**config.mk**
```make
export PLATFORM = sky130hd
export DESIGN_NAME = char_lcd_nibble_sequencer_unit
export DESIGN_NICKNAME = d
export VERILOG_FILES = /design/src/hw/rtl/clns_pkg.sv /design/src/hw/rtl/clns_datapath.sv /design/src/hw/rtl/clns_controller.sv /design/src/hw/rtl/char_lcd_nibble_sequencer_unit.sv
export SDC_FILE = /design/constraint.sdc
export NUM_CORES = 1
export LEC_CHECK = 0
export ABC_AREA = 1
export BUFFER_PORTS_ARGS = -buffer_cell sky130_fd_sc_hd__buf_2
export CORE_MARGIN = 3
export CORE_UTILIZATION = 45
export DETAILED_ROUTE_END_ITERATION = 6
export PLACE_DENSITY_LB_ADDON = 0.1
export SLEW_MARGIN = 20
export SYNTH_ARGS = -nofsm -noshare
export SYNTH_HDL_FRONTEND = slang
export SYNTH_SLANG_ARGS = --single-unit
export TNS_END_PERCENT = 5
```
**constraint.sdc**
```tcl
create_clock -name aclk -period 4.3 [get_ports aclk]
set_clock_uncertainty 0.15 [all_clocks]
set_input_delay 1.29 -clock aclk [delete_from_list [all_inputs] [get_ports aclk]]
set_output_delay 1.29 -clock aclk [all_outputs]
set_load 0.01 [all_outputs]
```
**src/hw/rtl/clns_pkg.sv**
```systemverilog
// Shared types, codes and the per-step nibble table of the character LCD nibble sequencer.
package clns_pkg;

    localparam int CHAR_W    = 8;
    localparam int ADDR_W    = 7;
    localparam int NIB_W     = 4;
    localparam int BEFORE_W  = 14;
    localparam int AFTER_W   = 13;
    localparam int MARGIN_W  = 8;
    localparam int STEP_W    = 4;
    localparam int KIND_W    = 2;
    localparam int CFG_IDX_W = 1;
    localparam int TDATA_W   = 32;

    // Item kinds.
    localparam logic [KIND_W-1:0] KIND_INIT  = 2'd0;
    localparam logic [KIND_W-1:0] KIND_CLEAR = 2'd1;
    localparam logic [KIND_W-1:0] KIND_BKSP  = 2'd2;
    localparam logic [KIND_W-1:0] KIND_CHAR  = 2'd3;

    // Nibble sources.
    localparam logic [2:0] SRC_CONST   = 3'd0;
    localparam logic [2:0] SRC_ADDR_HI = 3'd1;
    localparam logic [2:0] SRC_ADDR_LO = 3'd2;
    localparam logic [2:0] SRC_CHAR_HI = 3'd3;
    localparam logic [2:0] SRC_CHAR_LO = 3'd4;

    // Margin selection for the wait after a nibble.
    localparam logic [1:0] MRG_NONE = 2'd0;
    localparam logic [1:0] MRG_RUN  = 2'd1;
    localparam logic [1:0] MRG_INIT = 2'd2;

    // Configuration register indexes.
    localparam logic [CFG_IDX_W-1:0] CFG_RUN_MARGIN  = 1'd0;
    localparam logic [CFG_IDX_W-1:0] CFG_INIT_MARGIN = 1'd1;

    localparam logic [MARGIN_W-1:0] RUN_MARGIN_RESET  = 8'd20;
    localparam logic [MARGIN_W-1:0] INIT_MARGIN_RESET = 8'd100;

    localparam logic [CHAR_W-1:0] CHAR_CLEAR = 8'h7E;
    localparam logic [CHAR_W-1:0] CHAR_BKSP  = 8'h08;

    localparam logic [ADDR_W-1:0] ADDR_LINE1_END   = 7'h0F;
    localparam logic [ADDR_W-1:0] ADDR_LINE2_START = 7'h40;
    localparam logic [ADDR_W-1:0] ADDR_LINE2_END   = 7'h4F;

    localparam logic [BEFORE_W-1:0] POWERUP_WAIT_US = 14'd15000;

    typedef struct packed {
        logic                rs;
        logic [2:0]          src;
        logic [NIB_W-1:0]    nib;
        logic                first;
        logic [AFTER_W-1:0]  after_base;
        logic [1:0]          margin;
        logic                last;
    } nib_spec_t;

    typedef struct packed {
        logic              capture;
        logic              load;
        logic [STEP_W-1:0] step;
    } clns_cmd_t;

    typedef struct packed {
        logic out_free;
        logic skip;
        logic last;
    } clns_status_t;

    function automatic nib_spec_t mk(input logic rs, input logic [2:0] src,
                                     input logic [NIB_W-1:0] nib,
                                     input logic [AFTER_W-1:0] after_base,
                                     input logic [1:0] margin, input logic last);
        nib_spec_t s;
        s.rs         = rs;
        s.src        = src;
        s.nib        = nib;
        s.first      = 1'b0;
        s.after_base = after_base;
        s.margin     = margin;
        s.last       = last;
        return s;
    endfunction

    // One table row per nibble of each item kind.
    function automatic nib_spec_t nib_spec(input logic [KIND_W-1:0] kind,
                                           input logic [STEP_W-1:0] step);
        nib_spec_t s;
        s = mk(1'b0, SRC_CONST, 4'h0, 13'd0, MRG_NONE, 1'b1);
        case (kind)
            KIND_INIT: begin
                case (step)
                    4'd0: begin
                        s = mk(1'b0, SRC_CONST, 4'h3, 13'd4100, MRG_INIT, 1'b0);
                        s.first = 1'b1;
                    end
                    4'd1:  s = mk(1'b0, SRC_CONST, 4'h3, 13'd100,  MRG_INIT, 1'b0);
                    4'd2:  s = mk(1'b0, SRC_CONST, 4'h3, 13'd40,   MRG_INIT, 1'b0);
                    4'd3:  s = mk(1'b0, SRC_CONST, 4'h2, 13'd40,   MRG_INIT, 1'b0);
                    4'd4:  s = mk(1'b0, SRC_CONST, 4'h2, 13'd0,    MRG_NONE, 1'b0);
                    4'd5:  s = mk(1'b0, SRC_CONST, 4'h8, 13'd39,   MRG_INIT, 1'b0);
                    4'd6:  s = mk(1'b0, SRC_CONST, 4'h0, 13'd0,    MRG_NONE, 1'b0);
                    4'd7:  s = mk(1'b0, SRC_CONST, 4'h8, 13'd39,   MRG_INIT, 1'b0);
                    4'd8:  s = mk(1'b0, SRC_CONST, 4'h0, 13'd0,    MRG_NONE, 1'b0);
                    4'd9:  s = mk(1'b0, SRC_CONST, 4'h1, 13'd1530, MRG_INIT, 1'b0);
                    4'd10: s = mk(1'b0, SRC_CONST, 4'h0, 13'd0,    MRG_NONE, 1'b0);
                    4'd11: s = mk(1'b0, SRC_CONST, 4'h6, 13'd39,   MRG_INIT, 1'b0);
                    4'd12: s = mk(1'b0, SRC_CONST, 4'h0, 13'd0,    MRG_NONE, 1'b0);
                    default: s = mk(1'b0, SRC_CONST, 4'hF, 13'd39, MRG_RUN, 1'b1);
                endcase
            end
            KIND_CLEAR: begin
                case (step)
                    4'd0:    s = mk(1'b0, SRC_CONST, 4'h0, 13'd0,    MRG_NONE, 1'b0);
                    default: s = mk(1'b0, SRC_CONST, 4'h1, 13'd1530, MRG_RUN,  1'b1);
                endcase
            end
            KIND_BKSP: begin
                case (step)
                    4'd0: s = mk(1'b0, SRC_ADDR_HI, 4'h0, 13'd0,  MRG_NONE, 1'b0);
                    4'd1: s = mk(1'b0, SRC_ADDR_LO, 4'h0, 13'd39, MRG_RUN,  1'b0);
                    4'd2: s = mk(1'b1, SRC_CONST,   4'h2, 13'd0,  MRG_NONE, 1'b0);
                    4'd3: s = mk(1'b1, SRC_CONST,   4'h0, 13'd43, MRG_RUN,  1'b0);
                    4'd4: s = mk(1'b0, SRC_ADDR_HI, 4'h0, 13'd0,  MRG_NONE, 1'b0);
                    default: s = mk(1'b0, SRC_ADDR_LO, 4'h0, 13'd39, MRG_RUN, 1'b1);
                endcase
            end
            default: begin
                case (step)
                    4'd0: s = mk(1'b0, SRC_ADDR_HI, 4'h0, 13'd0,  MRG_NONE, 1'b0);
                    4'd1: s = mk(1'b0, SRC_ADDR_LO, 4'h0, 13'd39, MRG_RUN,  1'b0);
                    4'd2: s = mk(1'b1, SRC_CHAR_HI, 4'h0, 13'd0,  MRG_NONE, 1'b0);
                    default: s = mk(1'b1, SRC_CHAR_LO, 4'h0, 13'd43, MRG_RUN, 1'b1);
                endcase
            end
        endcase
        return s;
    endfunction

endpackage

```
**src/hw/rtl/clns_datapath.sv**
```systemverilog
// Datapath: margins, cursor, captured item, nibble formation and the output register.
module clns_datapath import clns_pkg::*; (
    input  logic                 aclk,
    input  logic                 aresetn,
    input  logic                 cfg_valid,
    input  logic [CFG_IDX_W-1:0] cfg_index,
    input  logic [MARGIN_W-1:0]  cfg_data,
    input  logic                 in_mode,
    input  logic [CHAR_W-1:0]    in_char,
    input  clns_cmd_t            cmd,
    output clns_status_t         status,
    input  logic                 m_tready,
    output logic                 m_tvalid,
    output logic                 m_tlast,
    output logic                 m_reg_select,
    output logic [NIB_W-1:0]     m_nibble,
    output logic [BEFORE_W-1:0]  m_wait_before,
    output logic [AFTER_W-1:0]   m_wait_after
);

    logic [MARGIN_W-1:0] run_margin_reg;
    logic [MARGIN_W-1:0] init_margin_reg;
    logic [ADDR_W-1:0]   cursor_reg, cursor_next;
    logic [ADDR_W-1:0]   addr_reg, addr_next;
    logic [CHAR_W-1:0]   char_reg;
    logic [KIND_W-1:0]   kind_reg, in_kind;
    logic                valid_reg;
    logic                last_reg;
    logic                rs_reg;
    logic [NIB_W-1:0]    nib_reg, nib_next;
    logic [BEFORE_W-1:0] before_reg, before_next;
    logic [AFTER_W-1:0]  after_reg, after_next;
    logic [ADDR_W-1:0]   cursor_inc, cursor_dec;
    logic [MARGIN_W-1:0] margin;
    logic [CHAR_W-1:0]   addr_byte;
    nib_spec_t           spec;

    always_comb begin
        if (in_mode) begin
            in_kind = KIND_INIT;
        end else if (in_char == CHAR_CLEAR) begin
            in_kind = KIND_CLEAR;
        end else if (in_char == CHAR_BKSP) begin
            in_kind = KIND_BKSP;
        end else begin
            in_kind = KIND_CHAR;
        end
    end

    assign cursor_inc = cursor_reg + 7'd1;
    assign cursor_dec = (cursor_reg == ADDR_LINE2_START) ? ADDR_LINE1_END : cursor_reg - 7'd1;

    // The backspace steps the cursor before its address is sent; a character uses
    // the current address and moves the cursor afterward, wrapping between lines.
    always_comb begin
        cursor_next = cursor_reg;
        addr_next   = addr_reg;
        case (in_kind)
            KIND_CLEAR: cursor_next = '0;
            KIND_BKSP: begin
                if (cursor_reg != '0) begin
                    cursor_next = cursor_dec;
                    addr_next   = cursor_dec;
                end
            end
            KIND_CHAR: begin
                addr_next = cursor_reg;
                if (cursor_inc > ADDR_LINE1_END && cursor_inc < ADDR_LINE2_START) begin
                    cursor_next = ADDR_LINE2_START;
                end else if (cursor_inc > ADDR_LINE2_END) begin
                    cursor_next = '0;
                end else begin
                    cursor_next = cursor_inc;
                end
            end
            default: cursor_next = cursor_reg;
        endcase
    end

    always_ff @(posedge aclk) begin
        if (!aresetn) begin
            run_margin_reg  <= RUN_MARGIN_RESET;
            init_margin_reg <= INIT_MARGIN_RESET;
        end else if (cfg_valid) begin
            case (cfg_index)
                CFG_RUN_MARGIN:  run_margin_reg  <= cfg_data;
                CFG_INIT_MARGIN: init_margin_reg <= cfg_data;
                default: ;
            endcase
        end
    end

    always_ff @(posedge aclk) begin
        if (!aresetn) begin
            cursor_reg <= '0;
        end else if (cmd.capture) begin
            cursor_reg <= cursor_next;
        end
    end

    always_ff @(posedge aclk) begin
        if (cmd.capture) begin
            addr_reg <= addr_next;
            char_reg <= in_char;
            kind_reg <= in_kind;
        end
    end

    assign spec      = nib_spec(kind_reg, cmd.step);
    assign addr_byte = {1'b1, addr_reg};

    always_comb begin
        case (spec.margin)
            MRG_RUN:  margin = run_margin_reg;
            MRG_INIT: margin = init_margin_reg;
            default:  margin = '0;
        endcase
    end

    always_comb begin
        case (spec.src)
            SRC_ADDR_HI: nib_next = addr_byte[7:4];
            SRC_ADDR_LO: nib_next = addr_byte[3:0];
            SRC_CHAR_HI: nib_next = char_reg[7:4];
            SRC_CHAR_LO: nib_next = char_reg[3:0];
            default:     nib_next = spec.nib;
        endcase
    end

    assign after_next  = spec.after_base + {{(AFTER_W-MARGIN_W){1'b0}}, margin};
    assign before_next = spec.first
                       ? POWERUP_WAIT_US + {{(BEFORE_W-MARGIN_W){1'b0}}, init_margin_reg}
                       : '0;

    always_ff @(posedge aclk) begin
        if (!aresetn) begin
            valid_reg <= 1'b0;
        end else if (cmd.load) begin
            valid_reg <= 1'b1;
        end else if (m_tready) begin
            valid_reg <= 1'b0;
        end
    end

    always_ff @(posedge aclk) begin
        if (cmd.load) begin
            rs_reg     <= spec.rs;
            nib_reg    <= nib_next;
            before_reg <= before_next;
            after_reg  <= after_next;
            last_reg   <= spec.last;
        end
    end

    assign status.out_free = !valid_reg || m_tready;
    assign status.skip     = (in_kind == KIND_BKSP) && (cursor_reg == '0);
    assign status.last     = spec.last;

    assign m_tvalid      = valid_reg;
    assign m_tlast       = last_reg;
    assign m_reg_select  = rs_reg;
    assign m_nibble      = nib_reg;
    assign m_wait_before = before_reg;
    assign m_wait_after  = after_reg;

endmodule

```
**src/hw/rtl/clns_controller.sv**
```systemverilog
// Controller: takes one item at a time and walks its nibble steps into the output register.
module clns_controller import clns_pkg::*; (
    input  logic         aclk,
    input  logic         aresetn,
    input  logic         s_tvalid,
    output logic         s_tready,
    input  clns_status_t status,
    output clns_cmd_t    cmd
);

    localparam logic ST_IDLE = 1'b0;
    localparam logic ST_BUSY = 1'b1;

    logic              state_reg, state_next;
    logic [STEP_W-1:0] step_reg, step_next;
    logic              accept;

    assign s_tready = (state_reg == ST_IDLE);
    assign accept   = s_tvalid && s_tready;

    always_comb begin
        state_next  = state_reg;
        step_next   = step_reg;
        cmd.capture = accept;
        cmd.load    = 1'b0;
        cmd.step    = step_reg;
        case (state_reg)
            ST_IDLE: begin
                // A backspace at the home position sends nothing.
                if (accept && !status.skip) begin
                    state_next = ST_BUSY;
                    step_next  = '0;
                end
            end
            ST_BUSY: begin
                if (status.out_free) begin
                    cmd.load = 1'b1;
                    if (status.last) begin
                        state_next = ST_IDLE;
                    end else begin
                        step_next = step_reg + 4'd1;
                    end
                end
            end
            default: state_next = ST_IDLE;
        endcase
    end

    always_ff @(posedge aclk) begin
        if (!aresetn) begin
            state_reg <= ST_IDLE;
            step_reg  <= '0;
        end else begin
            state_reg <= state_next;
            step_reg  <= step_next;
        end
    end

endmodule

```
**src/hw/rtl/char_lcd_nibble_sequencer_unit.sv**
```systemverilog
// Top level of the character LCD nibble sequencer.
// Each accepted beat becomes a run of 4-bit LCD transfers, one result beat per nibble,
// with m_tlast on the final nibble of the run. Power-up init yields fourteen beats, a
// clear two, a backspace six (none at the home position) and any other character four.
// The controller loads one nibble a cycle into the output register while it is free, and
// takes no new input beat until it has loaded the last nibble of the item; the next input
// beat is taken while the last nibble still waits on m_tready.
// Configuration writes are taken in any cycle and should be made while the block is idle.
module char_lcd_nibble_sequencer_unit import clns_pkg::*; (
    input  logic                 aclk,
    input  logic                 aresetn,
    input  logic                 cfg_valid,
    output logic                 cfg_ready,
    input  logic [CFG_IDX_W-1:0] cfg_index,
    input  logic [MARGIN_W-1:0]  cfg_data,
    input  logic                 s_tvalid,
    output logic                 s_tready,
    input  logic [CHAR_W-1:0]    s_tdata,   // [7:0] char_code
    input  logic [0:0]           s_tuser,   // [0] mode
    output logic                 m_tvalid,
    input  logic                 m_tready,
    output logic [TDATA_W-1:0]   m_tdata,   // [3:0] nibble, [17:4] wait_before_us,
                                            // [30:18] wait_after_us, [31] zero
    output logic [0:0]           m_tuser,   // [0] reg_select
    output logic                 m_tlast
);

    clns_cmd_t           cmd;
    clns_status_t        status;
    logic                reg_select;
    logic [NIB_W-1:0]    nibble;
    logic [BEFORE_W-1:0] wait_before;
    logic [AFTER_W-1:0]  wait_after;

    assign cfg_ready = 1'b1;

    clns_controller u_ctrl (
        .aclk     (aclk),
        .aresetn  (aresetn),
        .s_tvalid (s_tvalid),
        .s_tready (s_tready),
        .status   (status),
        .cmd      (cmd)
    );

    clns_datapath u_dp (
        .aclk          (aclk),
        .aresetn       (aresetn),
        .cfg_valid     (cfg_valid),
        .cfg_index     (cfg_index),
        .cfg_data      (cfg_data),
        .in_mode       (s_tuser[0]),
        .in_char       (s_tdata),
        .cmd           (cmd),
        .status        (status),
        .m_tready      (m_tready),
        .m_tvalid      (m_tvalid),
        .m_tlast       (m_tlast),
        .m_reg_select  (reg_select),
        .m_nibble      (nibble),
        .m_wait_before (wait_before),
        .m_wait_after  (wait_after)
    );

    assign m_tdata = {1'b0, wait_after, wait_before, nibble};
    assign m_tuser = reg_select;

endmodule
```
==> results.txt, run 1 <==
fmax: 257 MHz
Routed WL: 9870 um
setup TNS: 0 ns
Max Cap Violations: 0
chip height: 107 um
Pleak: 2.31 nW
Starting Density: 46.5%
unrepaired setup endpoints after global routing: no
Critical Path RT: 4.26 ns
crit start category: flip-flop
Tcrit/Tclk final: 90.7%
initial antenna violation count: 0
area delta synth->final: 12.2%
Vias: 3679
H-tree levels: 3
Most common cell on crit path: nor2_1
R2R depth: 23
Layout Nets: 636
cells along the critical path: inv_1 > ha_2 > nand3_1 > nand3_2 > nor2_1 > a21oi_1 > nand3_1 > o21ai_1 > inv_1 > ha_2 > a21oi_1 > ha_1 > fa_1 > nand3_1 > nand2_1 > nand2_1 > nand2_1 > a21oi_1 > nor2_1 > nor2_1 > nor2_1 > nor2_1 > xnor2_1
Post-CTS Hold Buffers: 0
Async S/R FF share, synth: 0%
post-synth cell types: 44
wire length per cell: 13.5 um
syn avg cell area: 8.48 sq um
Sink Count: 88
Post-Syn Area: 4570 sq um
hold_ws: 0.339 ns
Ys Warns: 0
first-pass GRT wire length: 16000 um
TritonCTS Buffers: 9
Die Footprint: 11400 sq um
Remaining Overflow, GRT: 0
Setup CP Type: flip-flop to flip-flop
Crit path depth: 23
PwrDens: 362 nW/um^2
delay-heaviest family, CP: adder cells
register area share after synthesis: 48.4%
GRT Total Usage: 17.7%
routability cong.: 0.857
CTS tree: yes
Worst setup endpoint: u_dp.m_wait_after[8]$_DFFE_PP_
clock-pin slew on the worst setup and hold paths: 0.08 ns
largest cells by area after synthesis: edfxtp_1, dfxtp_1, nand2_1, ha_1, inv_1
final cell count without fillers: 730
1st-iter DRT viols: 248
number of port buffers: 55
Yosys top cell area share: 29.6%
critical path buffer and inverter count: 2
slew of the pin with the lowest slew margin: 0.629 ns
drt via density: 5.04
Tot Pwr: 1.85 mW
Worst Setup SP: u_ctrl.step_reg[0]$_SDFFE_PN0N_
DRC: 0
fill count: 974
Max Slew Vio Count: 0
Post-synth EDFFs: 45
reg2reg start: u_ctrl.step_reg[0]$_SDFFE_PN0N_
Final ANT Viol Nets: 0
dpl cells: 714
largest net degree at the start of global routing: 24
post-synthesis cell type with the largest combined area: edfxtp_1
ant diodes: 0
clk_lat worst skew: 0.35 ns
1st-pass router iterations: 4
number of placed I/O pins: 60
CP max FO: 8
Hold Path Class: flip-flop to flip-flop
Worst EP arrival: 3.85 ns
post-layout util: 52.2%
Post-synth top flop: edfxtp_1
Final min period: 3.90 ns
vias in the first global route: 3274
Die Width: 107 um
Yosys reg bits: 88
Slowest-stage cell, CP: fa_1
Site Rows: 36
status: complete, no violations
final hold violation count: 0
Crit. End Element: flip-flop
slew margin rel.: 58.1%
Final setup viols: 0
R2R setup slack: 0.40 ns
Worst R2R End: u_dp.m_wait_after[8]$_DFFE_PP_
share of post-route cells with drive strength above 1: 16.8%
Largest stage delay, worst path: 0.41 ns
core footprint: 9820 sq um
Peak VDD IR: 0.000193 V
Root Buffer: clkbuf_8
Max clock buf depth: 2
Post-Syn Instances: 539
post-DP HPWL: 7540 um
cell usage after synthesis (all sizes together) (3+ instances only):
cell type and count:
a21oi 46, buf 10, clkbuf 8, dfxtp 43, edfxtp 45, ha 20, inv 62, nand2 116
nand3 40, nand4 13, nor2 57, nor3 5, o211ai 3, o21ai 37, xnor2 4, xor2 11
layout make-up:
class	count	area (sq um)	area share [%]
clock buffer	12	135	2.64
clock inverter	4	45.0	0.879
inverter	64	243	4.74
multi-input combinational	371	2020	39.5
sequential	88	2210	43.2
tap	133	166	3.25
timing repair buffer	58	298	5.81
placed cells by master, fill, tap and decap left out, types with 3 or more instances in the layout:
cell,instances
a21oi_1,44
buf_4,3
nor2_1,54
conb_1,4
o21ai_0,33
xnor2_1,4
edfxtp_1,45
nand3_1,35
nand4_1,13
ha_1,18
clkinv_2,3
buf_2,55
xor2_1,11
clkbuf_1,3
nor3_1,5
dfxtp_1,43
clkbuf_8,9
o21ai_2,3
nand2_1,106
inv_1,59
nand2_2,9
o211ai_1,3
nand3_2,4
layer usage:
metal	GRT usage, %	share of wire, %
met5	0	0
met4	4.93	1.1
met1	27.0	52
met2	25.1	41
met3	3.79	5.4
through the flow:
stage / instance area (sq um) / worst slack [ns]
6_report: 5120 / 0.401
5_1_grt: 5120 / 0.0200
4_1_cts: 5120 / 0.260
3_3_place_gp: 4940 / 0.426
3_5_place_dp: 4940 / 0.269
2_1_floorplan: 4580 / 0.627
worst min-delay path: stages (launching register included):
cell and delay (ns):
dfxtp_1 0.35, nand2_1 0.06, nand3_1 0.05
where the power goes:
group	total [mW]	switching (mW)	internal [mW]
sequential	0.979	0.0275	0.951
clock	0.539	0.272	0.267
combinational	0.336	0.222	0.113
cells by family (layout without fill, tap and decap cells):
family | Yosys count | after routing | share of synthesized area [%]
other cells | 2 | 4 | 0.164
compound gates | 97 | 97 | 12.1
simple gates | 234 | 234 | 23.0
flops | 88 | 88 | 48.4
fa+ha+maj | 21 | 21 | 5.92
xor+xnor | 15 | 15 | 2.88
buf+inv | 82 | 138 | 7.59
worst min path at each step:
stage / from / end / slack [ns] / cells past startpoint
final: u_dp.run_margin_reg[4]$_SDFFE_PN1P_ / u_dp.run_margin_reg[4]$_SDFFE_PN1P_ / 0.34 / 2
after global routing: u_dp.run_margin_reg[4]$_SDFFE_PN1P_ / u_dp.run_margin_reg[4]$_SDFFE_PN1P_ / 0.37 / 2
after CTS: u_dp.run_margin_reg[4]$_SDFFE_PN1P_ / u_dp.run_margin_reg[4]$_SDFFE_PN1P_ / 0.33 / 2
after detailed placement: u_dp.run_margin_reg[4]$_SDFFE_PN1P_ / u_dp.run_margin_reg[4]$_SDFFE_PN1P_ / 0.31 / 2
after global placement: u_dp.run_margin_reg[4]$_SDFFE_PN1P_ / u_dp.run_margin_reg[4]$_SDFFE_PN1P_ / 0.32 / 2
after floorplan: u_dp.run_margin_reg[2]$_SDFFE_PN1P_ / u_dp.run_margin_reg[2]$_SDFFE_PN1P_ / 0.28 / 2
timing repair:
item | 4_1_cts | 5_1_grt
resized for setup | 0 | 3
setup endpoints to repair | 0 | 2
setup buffers | 0 | 0
No activity file was read; power rests on OpenSTA's default activity.
==> run 2, diff against run 1 <==
- SYNTH_HIERARCHICAL: default -> 1
==> results.txt, run 2 <==
clock-pin slew on the worst setup and hold paths: 0.08 ns (about the same)
Worst Setup SP: u_ctrl/step_reg[0]$_SDFFE_PN0P_ (was u_ctrl.step_reg[0]$_SDFFE_PN0N_)
Layout Nets: 632 (was 636)
status: complete, no violations (unchanged)
Max clock buf depth: 2 (unchanged)
setup TNS: 0 ns (unchanged)
R2R depth: 18 (was 23)
Die Footprint: 10700 sq um (was 11400 sq um)
drt via density: 5.12 (was 5.04)
Post-Syn Area: 4260 sq um (was 4570 sq um)
hold_ws: 0.334 ns (was 0.339 ns)
Root Buffer: clkbuf_8 (unchanged)
register area share after synthesis: 45.4% (was 48.4%)
fmax: 258 MHz (was 257 MHz)
largest cells by area after synthesis: edfxtp_1, dfxtp_1, nand2_1, inv_1, ha_1 (was edfxtp_1, dfxtp_1, nand2_1, ha_1, inv_1)
PwrDens: 355 nW/um^2 (was 362 nW/um^2)
Critical Path RT: 4.24 ns (was 4.26 ns)
syn avg cell area: 7.94 sq um (was 8.48 sq um)
DRC: 0 (unchanged)
Max Cap Violations: 0 (unchanged)
Site Rows: 34 (was 36)
first-pass GRT wire length: 15600 um (was 16000 um)
fin area: 4780 sq um (was 5120 sq um)
Yosys top cell area share: 31.8% (was 29.6%)
unrepaired setup endpoints after global routing: no (unchanged)
Async S/R FF share, synth: 0% (unchanged)
Die Width: 103 um (was 107 um)
Yosys reg bits: 74 (was 88)
Post-synth EDFFs: 45 (unchanged)
number of port buffers: 55 (unchanged)
TritonCTS Buffers: 9 (unchanged)
Worst EP arrival: 3.82 ns (was 3.85 ns)
share of post-route cells with drive strength above 1: 15.8% (was 16.8%)
R2R setup slack: 0.42 ns (was 0.40 ns)
Final ANT Viol Nets: 0 (unchanged)
area delta synth->final: 12.4% (was 12.2%)
Setup WS post-layout: 0.424 ns (was 0.401 ns)
number of placed I/O pins: 60 (unchanged)
1st-pass router iterations: 5 (was 4)
crit start category: flip-flop (unchanged)
slew of the pin with the lowest slew margin: 0.615 ns (was 0.629 ns)
Sink Count: 74 (was 88)
most frequent cells in the layout: nand2_1, inv_1, nor2_1 (was nand2_1, inv_1, buf_2)
post-synth cell types: 41 (was 44)
Setup CP Type: flip-flop to flip-flop (unchanged)
Post-CTS Hold Buffers: 0 (unchanged)
chip height: 103 um (was 107 um)
Worst R2R End: u_dp/m_wait_after[6]$_DFFE_PP_ (was u_dp.m_wait_after[8]$_DFFE_PP_)
post-cts repair resize count: 0 (unchanged)
largest net degree at the start of global routing: 29 (was 24)
Post-synth top flop: edfxtp_1 (unchanged)
Vias: 3600 (was 3679)
Ys Warns: 6 (was 0)
core footprint: 8930 sq um (was 9820 sq um)
clk_lat worst skew: 0.35 ns (about the same)
most instantiated cells after synthesis: nand2_1, inv_1, nor2_1, edfxtp_1, a21oi_1 (unchanged)
Peak VDD IR: 0.000183 V (was 0.000193 V)
Routed WL: 9540 um (was 9870 um)
H-tree levels: 3 (unchanged)
Final min period: 3.88 ns (was 3.90 ns)
ant diodes: 0 (unchanged)
Pleak: 2.24 nW (was 2.31 nW)
post-CTS setup buffers: 0 (unchanged)
GRT Total Usage: 18.8% (was 17.7%)
CP max FO: 13 (was 8)
most common cell after layout, fill and taps aside: nand2_1 (unchanged)
reg2reg start: u_ctrl/step_reg[0]$_SDFFE_PN0P_ (was u_ctrl.step_reg[0]$_SDFFE_PN0N_)
CTS tree: yes (unchanged)
post-DP HPWL: 7410 um (was 7540 um)
Place WS: 0.404 ns (was 0.269 ns)
placed instance area: 4580 sq um (was 4940 sq um)
Max Slew Vio Count: 0 (unchanged)
Crit. End Element: flip-flop (unchanged)
final cell count without fillers: 703 (was 730)
Hold Path Class: flip-flop to flip-flop (unchanged)
post-synthesis cell type with the largest combined area: edfxtp_1 (unchanged)
vias in the first global route: 3217 (was 3274)
Remaining Overflow, GRT: 0 (unchanged)
1st-iter DRT viols: 237 (was 248)
routability cong.: 0.937 (was 0.857)
slew margin rel.: 59.0% (was 58.1%)
post-layout util: 53.5% (was 52.2%)
max reg flops: 12
wire length per cell: 13.6 um (was 13.5 um)
Post-Syn Instances: 536 (was 539)
Final setup viols: 0 (unchanged)
dpl cells: 687 (was 714)
Worst setup endpoint: u_dp/m_wait_after[6]$_DFFE_PP_ (was u_dp.m_wait_after[8]$_DFFE_PP_)
most numerous cell in the Yosys netlist: nand2_1 (unchanged)
initial antenna violation count: 0 (unchanged)
Tot Pwr: 1.70 mW (was 1.85 mW)
Starting Density: 47.6% (was 46.5%)
Tcrit/Tclk final: 90.1% (was 90.7%)
final hold violation count: 0 (unchanged)
-- run 2: cell types whose count changed in the layout (fill, tap and decap cells not counted), sizes merged, moves of 4 or more --
cell / delta
nor2: +7
nand3: -10
dfxtp: -14
xor2: -4
inv: +28
-- run 2: cell type report --
cell class / instances / area [sq um]
Fill cell: 858 / 4150
Sequential cell: 74 / 1930
Multi-Input combinational cell: 360 / 1890
Inverter: 87 / 328
Timing Repair Buffer: 58 / 298
Tap cell: 108 / 135
Clock buffer: 9 / 124
Clock inverter: 7 / 80.1
-- run 2: worst min path at each step --
stage                                             start                             endpoint  slack [ns]  depth (start not counted)
floorplan           u_dp/run_margin_reg[2]$_SDFFE_PN1P_  u_dp/run_margin_reg[2]$_SDFFE_PN1P_        0.28                          2
global placement    u_dp/run_margin_reg[2]$_SDFFE_PN1P_  u_dp/run_margin_reg[2]$_SDFFE_PN1P_        0.31                          2
detailed placement  u_dp/run_margin_reg[2]$_SDFFE_PN1P_  u_dp/run_margin_reg[2]$_SDFFE_PN1P_        0.30                          2
CTS                 u_dp/run_margin_reg[2]$_SDFFE_PN1P_  u_dp/run_margin_reg[2]$_SDFFE_PN1P_        0.33                          2
global route        u_dp/run_margin_reg[2]$_SDFFE_PN1P_  u_dp/run_margin_reg[2]$_SDFFE_PN1P_        0.35                          2
finish              u_dp/run_margin_reg[2]$_SDFFE_PN1P_  u_dp/run_margin_reg[2]$_SDFFE_PN1P_        0.33                          2
-- run 2: cells by family (layout without fill, tap and decap cells) --
logic type / Yosys count / count (layout) / share of synthesized area (%)
simple gates: 231 / 231 / 23.7
buf+inv: 103 / 161 / 10.4
compound gates: 97 / 97 / 12.6
flops: 74 / 74 / 45.4
fa+ha+maj: 19 / 19 / 5.76
xor+xnor: 9 / 9 / 1.85
other cells: 3 / 4 / 0.265
-- run 2: critical path, cell delays in order, from the launching register on --
cell     delay [ns]
dfxtp_1        0.57
nor2_1         0.12
nand2_1        0.11
inv_1          0.05
nor3_1         0.28
inv_1          0.15
nand2_1        0.10
o21ai_0        0.11
inv_1          0.08
ha_1           0.27
nand2_1        0.10
a21oi_1        0.17
ha_1           0.18
inv_1          0.05
fa_1           0.41
o21ai_1        0.30
a21oi_1        0.10
o21ai_0        0.22
xor2_1         0.09
-- run 2: where the power goes --
group | internal [mW] | switching (mW) | total (mW)
Clock | 0.278 | 0.286 | 0.564
Combinational | 0.0999 | 0.192 | 0.292
Sequential | 0.812 | 0.0278 | 0.840
-- run 2: per-layer routing --
metal | vias to the layer above | routed length (um) | GRT usage (%)
li1 | 1871 | - | -
met1 | 1605 | 4680 | 27.1
met2 | 112 | 4240 | 28.7
met3 | 12 | 489 | 3.15
met4 | 0 | 123 | 6.47
met5 | - | 0 | 0
==> run 3, diff against run 2 <==
- clock period: 4.3 -> 4.25 ns (I/O delays scaled with it)
==> results.txt, run 3 (synthesis gave the netlist of run 2 again) <==
max reg flops: 12 (unchanged)
sequential cell area: 1930 sq um (about the same)
cells along the critical path: nor2_1 > nand2_1 > inv_1 > nor3_1 > inv_1 > nand2_1 > o21ai_0 > inv_1 > ha_1 > nand2_1 > a21oi_1 > ha_1 > inv_1 > fa_1 > o21ai_0 > a21oi_1 > o21ai_0 > xor2_1 (was nor2_1 > nand2_1 > inv_1 > nor3_1 > inv_1 > nand2_1 > o21ai_0 > inv_1 > ha_1 > nand2_1 > a21oi_1 > ha_1 > inv_1 > fa_1 > o21ai_1 > a21oi_1 > o21ai_0 > xor2_1)
multi-input logic area: 1890 sq um (unchanged)
Tcrit/Tclk final: 89.7% (was 90.1%)
Psw: 0.512 mW (was 0.506 mW)
Pleak: 2.25 nW (was 2.24 nW)
unrepaired setup endpoints after global routing: no (unchanged)
Setup CP Type: flip-flop to flip-flop (unchanged)
Final setup viols: 0 (unchanged)
Reg power frac: 49.3% (was 49.5%)
area delta synth->final: 12.6% (was 12.4%)
post-CTS setup buffers: 0 (unchanged)
CTS tree: yes (unchanged)
post-DP HPWL: 7440 um (was 7410 um)
Routed WL: 9600 um (was 9540 um)
Root Buffer: clkbuf_8 (unchanged)
Most common cell on crit path: inv_1 (unchanged)
Clk network pwr share: 33.5% (was 33.3%)
fin area: 4790 sq um (was 4780 sq um)
Remaining Overflow, GRT: 0 (unchanged)
clock-pin slew on the worst setup and hold paths: 0.09 ns (was 0.08 ns)
core footprint: 8930 sq um (unchanged)
Hold Path Class: flip-flop to flip-flop (unchanged)
met2 wire len: 4380 um (was 4240 um)
Peak VDD IR: 0.000155 V (was 0.000183 V)
switching share of power: 29.7% (was 29.8%)
Post-CTS Hold Buffers: 0 (unchanged)
Final ANT Viol Nets: 0 (unchanged)
chip height: 103 um (unchanged)
Largest stage delay, worst path: 0.46 ns (was 0.57 ns)
PwrDens: 360 nW/um^2 (was 355 nW/um^2)
clk_lat worst skew: 0.35 ns (about the same)
H-tree levels: 3 (unchanged)
Worst EP arrival: 3.77 ns (was 3.82 ns)
Critical Path RT: 4.20 ns (was 4.24 ns)
final cell count without fillers: 703 (unchanged)
initial antenna violation count: 0 (unchanged)
DRC: 0 (unchanged)
Die Width: 103 um (unchanged)
setup TNS: 0 ns (unchanged)
crit start category: flip-flop (unchanged)
status: complete, no violations (unchanged)
1st-pass router iterations: 5 (unchanged)
share of post-route cells with drive strength above 1: 16.0% (was 15.8%)
drt via density: 5.14 (was 5.12)
CP max FO: 7 (was 13)
first-pass GRT wire length: 15600 um (about the same)
Final min period: 3.81 ns (was 3.88 ns)
fmax: 262 MHz (was 258 MHz)
number of port buffers: 55 (unchanged)
Max clock buf depth: 2 (unchanged)
Crit. End Element: flip-flop (unchanged)
Sink Count: 74 (unchanged)
delay-heaviest family, CP: compound AO/OA/AOI/OAI gates (unchanged)
ant diodes: 0 (unchanged)
number of placed I/O pins: 60 (unchanged)
Die Footprint: 10700 sq um (unchanged)
met3 WL: 431 um (was 489 um)
TritonCTS Buffers: 9 (unchanged)
slew of the pin with the lowest slew margin: 0.630 ns (was 0.615 ns)
combinational share of power: 17.2% (about the same)
Layout Nets: 632 (unchanged)
Starting Density: 47.6% (unchanged)
uppermost layer routed: met4 (unchanged)
placed instance area: 4580 sq um (unchanged)
final hold violation count: 0 (unchanged)
DRT met1 WL: 4680 um (unchanged)
Max Cap Violations: 0 (unchanged)
Slowest-stage cell, CP: dfxtp_1 (unchanged)
most common cell after layout, fill and taps aside: nand2_1 (unchanged)
slew margin rel.: 58.0% (was 59.0%)
wire length per cell: 13.7 um (was 13.6 um)
most frequent cells in the layout: nand2_1, inv_1, nor2_1 (unchanged)
dpl cells: 687 (unchanged)
GRT Total Usage: 19.0% (was 18.8%)
largest net degree at the start of global routing: 29 (unchanged)
fill count: 852 (was 858)
Vias: 3614 (was 3600)
Site Rows: 34 (unchanged)
Internal: 1.21 mW (was 1.19 mW)
routability cong.: 0.935 (was 0.937)
Max Slew Vio Count: 0 (unchanged)
vias in the first global route: 3209 (was 3217)
critical path buffer and inverter count: 4 (unchanged)
1st-iter DRT viols: 222 (was 237)
[run 3: worst min-delay path: cells and delay by family (launching register included)]
kind / cells / cell delay [ns]
flip-flops: 1 / 0.35
AND/OR/NAND/NOR: 2 / 0.12
[run 3: area by class of cell]
cell class                 instances  area share, %
inverter                          87           6.84
clock buffer                      11           3.63
clock inverter                     5          0.835
tap                              108           2.82
timing repair buffer              58           6.21
sequential                        74           40.3
multi-input combinational        360           39.3
[run 3: routing by layer]
metal | vias to the layer above | global-route usage [%]
met5 | - | 0
met4 | 0 | 5.88
met3 | 7 | 3.69
met2 | 106 | 29.7
met1 | 1635 | 26.8
li1 | 1866 | -
[run 3: power by group through the flow]
| stage | Combinational [mW] | Clock [mW] | Sequential, mW |
|---|---|---|---|
| final | 0.297 | 0.579 | 0.850 |
| after global routing | 0.338 | 0.627 | 0.856 |
| after CTS | 0.298 | 0.603 | 0.849 |
| after detailed placement | 0.297 | 0 | 0.866 |
| after global placement | 0.295 | 0 | 0.865 |
| after floorplan | 0.204 | 0 | 0.870 |
[run 3: worst paths after layout]
path | start | to | slack, ns | cells past startpoint
worst max-delay path | u_ctrl/step_reg[2]$_SDFFE_PN0P_ | u_dp/m_wait_after[6]$_DFFE_PP_ | 0.44 | 18
worst min-delay path | u_dp/run_margin_reg[2]$_SDFFE_PN1P_ | u_dp/run_margin_reg[2]$_SDFFE_PN1P_ | 0.34 | 2
worst max register to register | u_ctrl/step_reg[2]$_SDFFE_PN0P_ | u_dp/m_wait_after[6]$_DFFE_PP_ | 0.44 | 18
worst min register to register | u_dp/run_margin_reg[2]$_SDFFE_PN1P_ | u_dp/run_margin_reg[2]$_SDFFE_PN1P_ | 0.34 | 2
[run 3: metrics by stage]
stage	utilization [%]	setup WS [ns]	hold WS [ns]	power, mW
2_1_floorplan	-	0.878	0.279	1.07
3_3_place_gp	51.2	0.549	0.305	1.16
3_5_place_dp	51.2	0.409	0.310	1.16
4_1_cts	53.6	0.386	0.335	1.75
5_1_grt	53.7	0.0561	0.362	1.82
6_report	53.7	0.436	0.339	1.73
[run 3: repair_timing]
item                                    CTS  global route
endpoints found under the hold margin     0             0
resized for setup                         0             1
endpoints found under the setup margin    0             2
